--- src/rtl/core/udpdc_pkg.sv ---
// Shared constants, types and helpers for the UDP datagram checker.
`timescale 1ns / 1ps

package udpdc_pkg;

   // Stream widths
   localparam int REQ_TDATA_WIDTH = 72;
   localparam int REQ_BEAT_WIDTH  = REQ_TDATA_WIDTH + 1;   // tdata plus tlast
   localparam int RSP_FIELD_BITS  = 130;
   localparam int RSP_TDATA_WIDTH = 136;
   localparam int RSP_PAD_BITS    = RSP_TDATA_WIDTH - RSP_FIELD_BITS;

   localparam logic [15:0] PROTO_UDP = 16'd17;
   localparam logic [15:0] ONES_MAX  = 16'hFFFF;
   localparam logic [15:0] HDR_LEN   = 16'd8;

   // Header byte positions
   localparam logic [15:0] POS_LEN_HI  = 16'd4;
   localparam logic [15:0] POS_LEN_LO  = 16'd5;
   localparam logic [15:0] POS_CSUM_HI = 16'd6;
   localparam logic [15:0] POS_CSUM_LO = 16'd7;

   typedef enum logic [1:0] {
      VERDICT_ACCEPT       = 2'd0,
      VERDICT_TOO_SHORT    = 2'd1,
      VERDICT_LEN_MISMATCH = 2'd2,
      VERDICT_BAD_CSUM     = 2'd3
   } verdict_type;

   // Datagram state frozen on the last byte
   typedef struct packed {
      logic [15:0] count;
      logic [15:0] sum;
      logic [7:0]  pending;
      logic [15:0] len;
      logic [15:0] csum;
      logic [31:0] ports;
   } snap_type;

   // 16-bit ones'-complement add with end-around carry
   function automatic logic [15:0] oc_add(input logic [15:0] a, input logic [15:0] b);
      logic [16:0] s;
      s = {1'b0, a} + {1'b0, b};
      return s[15:0] + {15'd0, s[16]};
   endfunction

endpackage

--- src/rtl/core/udpdc_skid.sv ---
// Two-entry input register with a registered ready toward the sender.
`timescale 1ns / 1ps

module udpdc_skid #(
   parameter int WIDTH_P = udpdc_pkg::REQ_BEAT_WIDTH
) (
   input  logic               clock,
   input  logic               reset,
   input  logic               in_valid,
   output logic               in_ready,
   input  logic [WIDTH_P-1:0] in_data,
   output logic               out_valid,
   input  logic               out_ready,
   output logic [WIDTH_P-1:0] out_data
);
   import udpdc_pkg::*;

   logic               main_valid_ff, main_valid_in;
   logic               skid_valid_ff, skid_valid_in;
   logic [WIDTH_P-1:0] main_data_ff, main_data_in;
   logic [WIDTH_P-1:0] skid_data_ff, skid_data_in;
   logic               take_in;
   logic               main_open;

   assign in_ready  = !skid_valid_ff;
   assign out_valid = main_valid_ff;
   assign out_data  = main_data_ff;

   assign take_in   = in_valid && !skid_valid_ff;
   assign main_open = !main_valid_ff || out_ready;

   always_comb begin
      main_valid_in = main_valid_ff;
      main_data_in  = main_data_ff;
      skid_valid_in = skid_valid_ff;
      skid_data_in  = skid_data_ff;
      if (main_open) begin
         // skid entry goes first; input is blocked while it is full
         main_valid_in = skid_valid_ff || take_in;
         main_data_in  = skid_valid_ff ? skid_data_ff : in_data;
         skid_valid_in = 1'b0;
      end else if (take_in) begin
         skid_valid_in = 1'b1;
         skid_data_in  = in_data;
      end
   end

   always_ff @(posedge clock) begin
      if (reset) begin
         main_valid_ff <= 1'b0;
         skid_valid_ff <= 1'b0;
      end else begin
         main_valid_ff <= main_valid_in;
         skid_valid_ff <= skid_valid_in;
      end
      main_data_ff <= main_data_in;
      skid_data_ff <= skid_data_in;
   end

endmodule

--- config.mk ---
export PLATFORM = sky130hd
export DESIGN_NAME = udpdc_skid
export DESIGN_NICKNAME = d
export VERILOG_FILES = /design/src/rtl/core/udpdc_pkg.sv /design/src/rtl/core/udpdc_skid.sv
export SDC_FILE = /design/constraint.sdc
export NUM_CORES = 1
export LEC_CHECK = 0
export BUFFER_PORTS_ARGS = -buffer_cell sky130_fd_sc_hd__buf_4
export CAP_MARGIN = 15
export CORE_MARGIN = 2
export CORE_UTILIZATION = 55
export DETAILED_ROUTE_END_ITERATION = 10
export GPL_TIMING_DRIVEN = 0
export PLACE_DENSITY_LB_ADDON = 0.1
export SLEW_MARGIN = 15
export SYNTH_ARGS = -nofsm -noshare
export SYNTH_HDL_FRONTEND = slang
export SYNTH_SLANG_ARGS = --single-unit
--- constraint.sdc ---
create_clock -name clock -period 15.5 [get_ports clock]
set_clock_uncertainty 0.2 [all_clocks]
set_input_delay 2.325 -clock clock [delete_from_list [all_inputs] [get_ports clock]]
set_output_delay 2.325 -clock clock [all_outputs]
set_load 0.005 [all_outputs]
After elaboration in Yosys (flattened, before gate mapping)
Index checks and enable logic that the tools add are counted.
Widths: inputs -> output; s select.

storage, ports and cells
  register bits = 148
  output and inout bits = 75

cells by class
  mux-type cells = 1
  bitwise operators = 1
  reductions and logical operators = 7

operators with widths
  cell               count
  $mux 73            1
  $logic_not 1->1    2
  $logic_or 1x1->1   2
  $reduce_and 2->1   1
  $reduce_or 2->1    1
  $logic_and 1x1->1  1
  $not 1->1          1

Longest topological paths before layout
Gate-level depths: netlist of run 1.

  word-level depth = 4
  depth in mapped cells = 4

Worst setup path after synthesis of run 1
OpenSTA, ideal clock, no wires.

  path type = input-to-reg
  start = in out_ready
  end = reg skid_data_ff[0] (enable)
  library setup time = 609 ps
  data arrival time = 9,592 ps
  path slack = 5,100 ps
  stages on the path = 2
  path through = nand2b_1 nor3b_1

between the ends
  longest elaborated chain between the ends = 3

RTL lines
  item                        line              source
  start, declared             udpdc_skid.sv:13  input logic out_ready,
  $logic_or 1x1->1            udpdc_skid.sv:30  assign main_open = !main_valid_ff || out_ready;
  $not 1->1 (no line)         n/a
  $reduce_and 2->1 (no line)  n/a
  end signal, assigned        udpdc_skid.sv:57  skid_data_ff <= skid_data_in;
  end, declared               udpdc_skid.sv:21  logic [WIDTH_P-1:0] skid_data_ff, skid_data_in;

No other way between the ends.
A chain may end at the register's enable or synchronous reset.

Final worst setup path of run 1
  start = in out_ready
  end = reg skid_data_ff[72] (enable)

between the ends
  longest elaborated chain between the ends = 3

RTL lines
  item                        line              source
  $logic_or 1x1->1            udpdc_skid.sv:30
  net main_open               udpdc_skid.sv:23  logic main_open;
  $not 1->1 (no line)         n/a
  $reduce_and 2->1 (no line)  n/a

The timed path passes the listed nets, and every way through them passes these cells.

==> results.cfg, run 1 <==
[run_status]
status = finished, final reports clean

[power_and_ir_drop]
p_leak_nw = 2.84
power.density_mw_per_mm2 = 129
vdd_drop_max_uv = 85.6

[grt]
antenna_found_initial = 0
overflow = 0
grt_pass1_vias = 2888
grt_start_max_net_pins = 48
grt_pass1_wl_um = 14400
grtUsageTotal_pct = 19.0

[cells_and_area]
area_growth_pct = 37.6
utilization_pct = 78.9
fin_nets = 491
antennaDiodeCount = 0
layout-drive-gt1-share_pct = 55.3
layout.cells.non_filler = 554

[route]
vias_per_cell = 5.05
drtIter0Drc = 100
antenna_left = 0
drt_wl_total_um = 9650
dr.pass1.iters = 6
num_vias = 2798
drc_errors = 0
wl_per_cell_um = 17.4

[yosys]
synth-xor-area-share_pct = 0
synth.mux.area_fraction_pct = 15.4
synth-seq-area-share_pct = 82.7
avgSynthCellArea_um2 = 22.8
synth_seq_cells = 148
synth_nets = 312
ys.flop_type = edfxtp_1
synth_commonest_cells = edfxtp_1, mux2_1, mux2_2
synth.largest_area_cell = edfxtp_1
synth_fa_ha_area_share_pct = 0
yosys.area_share.simple_pct = 0.421
yosys-top-cells-area = edfxtp_1, mux2_1, mux2_2, buf_6, dfxtp_1
synth_cells = 235
synth_most_common_cell = edfxtp_1
synth_cell_type_count = 12
synth_top_family_by_area = multiplexers
synth_top_area_share_pct = 82.0
async_flop_share_pct = 0
synth_area_mm2 = 0.00535
synth_compound_area_share_pct = 0.0936
yosysWarnings = 0
synth_edf_count = 146

[critical_path]
crit_family = simple AND/OR/NAND/NOR gates
critPathLaunchType = input pin
cp_slowest_cell = nor3b_2
cp_cell_sequence = buf_4 -> nand2b_4 -> nor3b_2 -> buf_6 -> buf_4 -> buf_6
worst_ep_arrival_time_ns = 4.18
cp_max_fo = 30
slowest_delay_ns = 0.77
end_kind = flip-flop
path_class = input pin to flip-flop
crit_buf_inv = 4
required_ns = 15.52
r2r_slack_ns = 12.95

[timing]
rsz0062_at_grt = false
layout_min_cycle_time_ns = 4.16
hold_viol = 0
fmax_mhz = 241
fin_crit_sh_pct = 26.8
slew_headroom_pct = 46.2
setup-violations-final = 0
drv_slew = 0
tightest_slew_ns = 0.803
whs_ns = 0.327
finalSetupTns_ns = 0

[placed_design]
dp_hpwl_um = 6590
dp_cells = 524
place_congestion = 0.704
portBuffers = 151

[clock_tree]
cts.path.max_buffers = 2
path_clk_slew_ns = 0.06
cts_setup_buffers = 0
htreeDepth = 4
clk_latency_ns = 0.51
numCtsBuffers = 17
cts_tree = built
hold_buffers = 0
ctsResizeCount = 0
cts.sinks = 148
cts-root-buf = clkbuf_8

[floorplanning]
die_x_um = 103
start_util_pct = 57.3
io_pins = 152
row_count = 35
die_y_um = 103
core_area_mm2 = 0.00933
dieArea_mm2 = 0.0105

[min_path]
holdCritPathClass = flip-flop to flip-flop

[run]
drv_cap = 0
final cells by class:
cell class,count,area (um2)
sequential,148,4420
fill,533,1970
timing repair buffer,160,1240
multi-input combinational,78,862
clock buffer,18,418
clock inverter,12,183
tap,129,161
buffer,8,71.3
inverter,1,3.75
state kept, by name, summed over array words and instances, names as in the netlist:
register / flops
out_data: 73
out_valid: 1
skid_data_ff: 73
skid_valid_ff: 1
power by group:
part           leakage, nW  switching (mW)  internal (mW)
logic                 1.12          0.0242         0.0395
clock network        0.283           0.154          0.260
registers             1.44         0.00547          0.463
total                 2.84           0.184          0.763
logic make-up after synthesis:
logic type,count (synthesis)
flip-flops,148
multiplexers,73
buffers and inverters,9
AND/OR/NAND/NOR,4
AO/OA/AOI/OAI,1
worst paths after layout:
path	start	endpoint	cells past startpoint
worst max-delay path	out_ready	skid_data_ff[72]	6
worst min-delay path	skid_data_ff[46]	out_data[46]	1
worst max register to register	out_valid	skid_data_ff[72]	5
worst min register to register	skid_data_ff[46]	out_data[46]	1
placed cells by master, fill, tap and decap left out, drive strengths merged:
master and instances:
buf 168, edfxtp 146, mux2 73, clkbuf 18, bufinv 4, clkinv 4, clkinvlp 3, dfxtp 2
inv 2, nand2b 1, nor3b 1, nor2 1, a21oi 1, nor3 1
through the flow:
stage	area, um2	setup WS [ns]	total power [mW]
5_1_grt	7360	11.21	0.973
3_3_place_gp	6640	0.889	0.539
4_1_cts	7360	11.30	0.955
2_1_floorplan	5350	5.10	0.495
6_report	7360	11.34	0.946
3_5_place_dp	6760	10.76	0.541
metal layers:
metal	up-vias	global-route usage, %	wire (um)	part of all wire (%)
li1	1302	-	-	-
met1	1394	23.3	3890	40
met4	0	7.38	113	1.2
met5	-	0	0	0
met3	10	7.25	726	7.5
met2	92	30.8	4920	51
No activity file was read; power rests on OpenSTA's default activity.
==> run 2, diff against run 1 <==
--- a/config.mk
+++ b/config.mk
@@ -5,10 +5,11 @@
 export SDC_FILE = /design/constraint.sdc
 export NUM_CORES = 1
 export LEC_CHECK = 0
+export ABC_AREA = 1
 export BUFFER_PORTS_ARGS = -buffer_cell sky130_fd_sc_hd__buf_4
 export CAP_MARGIN = 15
 export CORE_MARGIN = 2
-export CORE_UTILIZATION = 55
+export CORE_UTILIZATION = 46
 export DETAILED_ROUTE_END_ITERATION = 10
 export GPL_TIMING_DRIVEN = 0
 export PLACE_DENSITY_LB_ADDON = 0.1
==> constraint.sdc (replaced) <==
create_clock -name clock -period 3.7 [get_ports clock]
set_clock_uncertainty 0.2 [all_clocks]
set_input_delay 0.555 -clock clock [delete_from_list [all_inputs] [get_ports clock]]
set_output_delay 0.555 -clock clock [all_outputs]
set_load 0.005 [all_outputs]
==> run 2 against run 1 <==
  * Final cell count up 31%
  * Die area is 19% higher
  * Non-clock buffer count grew 3
  * First-iteration DRC count rose by 130%
  * Hold slack worse by 0.20 ns
  * Wire length is 13% higher
==> results.cfg, run 2 <==
[grt]
grt_pass1_vias = 3519
grtUsageTotal_pct = 18.2
grt_pass1_wl_um = 17600
grt_start_max_net_pins = 58
antenna_found_initial = 0
overflow = 0

[yosys]
synth_seq_cells = 148
yosysWarnings = 0
synth_nets = 471
synth_most_common_cell = nand2_1
async_flop_share_pct = 0
synth_cell_type_count = 11
synth_edf_count = 146
synth_area_mm2 = 0.00538
synth.largest_area_cell = edfxtp_1
avgSynthCellArea_um2 = 13.7
yosys-top-cells-area = edfxtp_1, nand2_1, buf_2, dfxtp_1, buf_4
synth_commonest_cells = nand2_1, edfxtp_1, buf_2
synth_top_area_share_pct = 81.5
synth-seq-area-share_pct = 82.2
synth_cells = 394
ys.flop_type = edfxtp_1

[timing]
whs_ns = 0.128
finalSetupTns_ns = 0
rsz0062_at_grt = false
slew_headroom_pct = 71.1
fmax_mhz = 469
layout_min_cycle_time_ns = 2.13
setup-violations-final = 0
drv_slew = 0
tightest_slew_ns = 0.433
fin_crit_sh_pct = 57.6
hold_viol = 0

[critical_path]
end_kind = output pin
r2r_cells = 6
crit_family = buffers and inverters
cp_cell_sequence = inv_2 -> clkbuf_1 -> buf_4
critPathLaunchType = flip-flop
slowest_delay_ns = 0.36
worst_ep_arrival_time_ns = 1.38
cp_slowest_cell = clkbuf_1
cp_max_fo = 10
r2r_slack_ns = 1.87
path_class = flip-flop to output pin
crit_buf_inv = 3
required_ns = 2.94
timing.critical_path.depth = 3

[clock_tree]
numCtsBuffers = 17
hold_buffers = 0
cts_setup_buffers = 0
cts.sinks = 148
path_clk_slew_ns = 0.05
htreeDepth = 4
clk_latency_ns = 0.41
cts-root-buf = clkbuf_16
cts.path.max_buffers = 2
cts_tree = built
ctsResizeCount = 0

[run]
drv_cap = 0

[min_path]
holdCritPathClass = input pin to flip-flop
holdPathStages = 1

[cells_and_area]
layout-drive-gt1-share_pct = 33.6
antennaDiodeCount = 0
area_growth_pct = 35.5
final_common_cell = nand2_1
final_cell_mix = nand2_1, buf_4, edfxtp_1
nFillCells = 897
fin_nets = 645

[route]
dr.pass1.iters = 4
drt_wl_total_um = 10900
antenna_left = 0
num_vias = 3456
vias_per_cell = 4.77
drtIter0Drc = 228
drc_errors = 0
wl_per_cell_um = 15.1

[power_and_ir_drop]
power.density_mw_per_mm2 = 508
total_power_mw = 3.70
p_leak_nw = 3.16
vdd_drop_max_uv = 464

[floorplanning]
row_count = 39
die_x_um = 112
core_area_mm2 = 0.0114
die_y_um = 112
start_util_pct = 47.1
dieArea_mm2 = 0.0126
io_pins = 152

[run_status]
status = finished, final reports clean

[placed_design]
place_congestion = 0.757
dp_hpwl_um = 7300
portBuffers = 151
==> run 2: path summary, 6_finish.rpt <==
| check | end | start |
|---|---|---|
| max | in_ready | skid_valid_ff |
| min | skid_data_ff[49] | in_data[49] |
| max reg2reg | skid_data_ff[72] | skid_valid_ff |
| min reg2reg | out_data[13] | skid_data_ff[13] |
==> run 2: power breakdown <==
part	total, mW	switching (mW)	internal, mW
Sequential	1.98	0.0253	1.95
Clock	1.43	0.587	0.842
Combinational	0.295	0.133	0.163
==> run 2: cell families after synthesis <==
logic type	count (synthesis)	share of synthesized area (%)
buffers and inverters	19	1.91
and+or+nand+nor	226	15.8
AOI/OAI and AO/OA	1	0.0929
DFF	148	82.2
==> run 2: cell type report <==
class	instances	area (um2)	share of cell area, %
sequential	148	4420	60.7
timing repair buffer	155	1230	16.8
multi-input combinational	227	870	11.9
clock buffer	24	452	6.19
tap	143	179	2.45
buffer	16	91.3	1.25
clock inverter	8	36.3	0.498
inverter	3	11.3	0.154
==> run 2: stage by stage <==
stage	cells	area, um2	utilization (%)	setup slack [ns]
after detailed placement	692	6800	59.6	1.60
after CTS	724	7290	63.9	1.53
after global placement	688	6700	58.7	-0.918
after floorplan	394	5390	-	0.340
after global routing	724	7290	63.9	1.48
final	724	7290	63.9	1.57
==> run 2: metal layers <==
layer | vias up | global-route usage [%] | share of wire (%)
met2 | 110 | 29.5 | 50
met4 | 0 | 7.80 | 1.9
met3 | 12 | 6.59 | 6.4
met1 | 1651 | 22.4 | 42
met5 | - | 0 | 0
li1 | 1683 | - | -
==> run 3, diff against run 2 <==
==> constraint.sdc (replaced) <==
create_clock -name clock -period 1.84 [get_ports clock]
set_clock_uncertainty 0.2 [all_clocks]
set_input_delay 0.276 -clock clock [delete_from_list [all_inputs] [get_ports clock]]
set_output_delay 0.276 -clock clock [all_outputs]
set_load 0.005 [all_outputs]
==> run 3 against run 2 <==
  * Count of clock-buffer cells in the layout down 7
  * Power up 120%
  * Clock power up 140%
  * First-iteration DRC count down 19%
  * Via count up 7.8%
  * Wire length up 9.4%
  * Die area unchanged
  * Worst setup slack worse by 1.5 ns
  * Critical path depth up 3
  * Sequential power up 100%
  * Critical path type is now flip-flop to flip-flop
  * Largest power group unchanged
==> results.cfg, run 3 (synthesis results as in run 2) <==
[timing]
fmax_mhz = 578
hold_viol = 0
fin_crit_sh_pct = 94.0
tightest_slew_ns = 0.556
drv_slew = 0
final.setup.worst_slack_ns = 0.111
layout_min_cycle_time_ns = 1.73
setup-violations-final = 0
finalSetupTns_ns = 0
whs_ns = 0.159
slew_headroom_pct = 62.9
rsz0062_at_grt = false

[critical_path]
r2r_slack_ns = 0.11
critPathLaunchType = flip-flop
crit_top_cell = buf_16
cp-startpoint = skid_valid_ff
slowest_delay_ns = 0.33
cp_cell_sequence = inv_2 -> clkbuf_4 -> nand2_1 -> nor2_4 -> buf_16 -> buf_16
path_class = flip-flop to flip-flop
end_kind = flip-flop
r2r-start = skid_valid_ff
required_ns = 1.76
crit_end = skid_data_ff[19]
worst_ep_arrival_time_ns = 1.65
timing.rr.end = skid_data_ff[19]
cp_slowest_cell = dfxtp_1
cp_max_fo = 22
r2r_cells = 6

[clock_tree]
htreeDepth = 4
cts.path.max_buffers = 2
numCtsBuffers = 17
clk_latency_ns = 0.42
cts-root-buf = clkbuf_16
cts_tree = built
path_clk_slew_ns = 0.05
cts.sinks = 148

[run_status]
status = finished, final reports clean

[grt]
antenna_found_initial = 0
grt_pass1_wl_um = 19100
overflow = 0
grt_pass1_vias = 3835
grt_start_max_net_pins = 38
grtUsageTotal_pct = 19.9

[route]
antenna_left = 0
num_vias = 3727
dr.pass1.iters = 4
wl_per_cell_um = 14.9
vias_per_cell = 4.66
drc_errors = 0
drt_wl_total_um = 12000
drtIter0Drc = 184

[placed_design]
dp_hpwl_um = 7170
portBuffers = 151
place_congestion = 0.707
post-place-ws_ns = -0.667

[power_and_ir_drop]
vdd_drop_max_uv = 636
total_power_mw = 8.18
power.density_mw_per_mm2 = 999
p_leak_nw = 3.53

[floorplanning]
dieArea_mm2 = 0.0126
core_area_mm2 = 0.0114
start_util_pct = 47.1
io_pins = 152
row_count = 39
die_y_um = 112
die_x_um = 112

[min_path]
holdCritPathClass = input pin to flip-flop

[cells_and_area]
final_common_cell = nand2_1
layout-drive-gt1-share_pct = 30.9
final_cell_mix = nand2_1, buf_4, edfxtp_1
utilization_pct = 71.7
area_growth_pct = 52.2
fin_nets = 723
antennaDiodeCount = 0

[run]
drv_cap = 0
-- run 3: changes by cell type in the layout (fill, tap and decap cells not counted), moves of 3 or more --
cell           delta
clkbuf_1          -8
bufinv_16         +4
clkinv_2          -3
dlygate4sd3_1    +76
-- run 3: repair_timing --
action                                  in CTS  in global routing
setup buffers                                2                  0
pin swaps                                    2                  0
endpoints found under the hold margin      148                  0
cloned                                       1                  0
endpoints found under the setup margin      74                 22
hold buffers                                76                  0
gates resized for setup                      1                  1
-- run 3: cell type report --
type                    count  area [um2]
clock buffers              17         425
multi-input cells         228         890
inverters                   3        15.0
flip-flops and latches    148        4430
well taps                 143         179
repair buffers            232        1990
plain buffers              16        95.1
fillers                   762        3230
clock inverters            13         165
-- run 3: worst min-delay path by stage --
stage,startpoint,end,slack [ns],cells past startpoint
6_report,out_ready,out_valid,0.16,4
2_1_floorplan,in_data[0],skid_data_ff[0],0.17,0
3_3_place_gp,in_data[41],skid_data_ff[41],0.26,1
5_1_grt,out_ready,out_valid,0.20,4
3_5_place_dp,in_data[63],skid_data_ff[63],0.26,1
4_1_cts,out_ready,out_valid,0.14,4
-- run 3: worst max-delay path, delay by kind of cell (launching register included) --
family                 cells  cell delay (ns)
AND/OR/NAND/NOR            2             0.26
buffers and inverters      4             0.62
flip-flops                 1             0.33
-- run 3: power breakdown --
group          switching, mW  total (mW)  internal [mW]
clock network           1.25        3.47           2.22
logic                  0.301       0.733          0.432
registers             0.0560        3.98           3.92
-- run 3: stage by stage --
stage               instances  instance area [um2]
floorplan                 394                 5410
global placement          688                 6730
detailed placement        691                 6810
CTS                       800                 8190
global route              800                 8190
finish                    800                 8190
-- run 3: layer usage --
layer | global-route usage, % | vias up | part of all wire (%)
li1 | - | 1836 | -
met1 | 24.2 | 1733 | 41
met2 | 32.7 | 133 | 50
met3 | 6.48 | 25 | 6.8
met4 | 8.78 | 0 | 2.1
met5 | 0 | - | 0
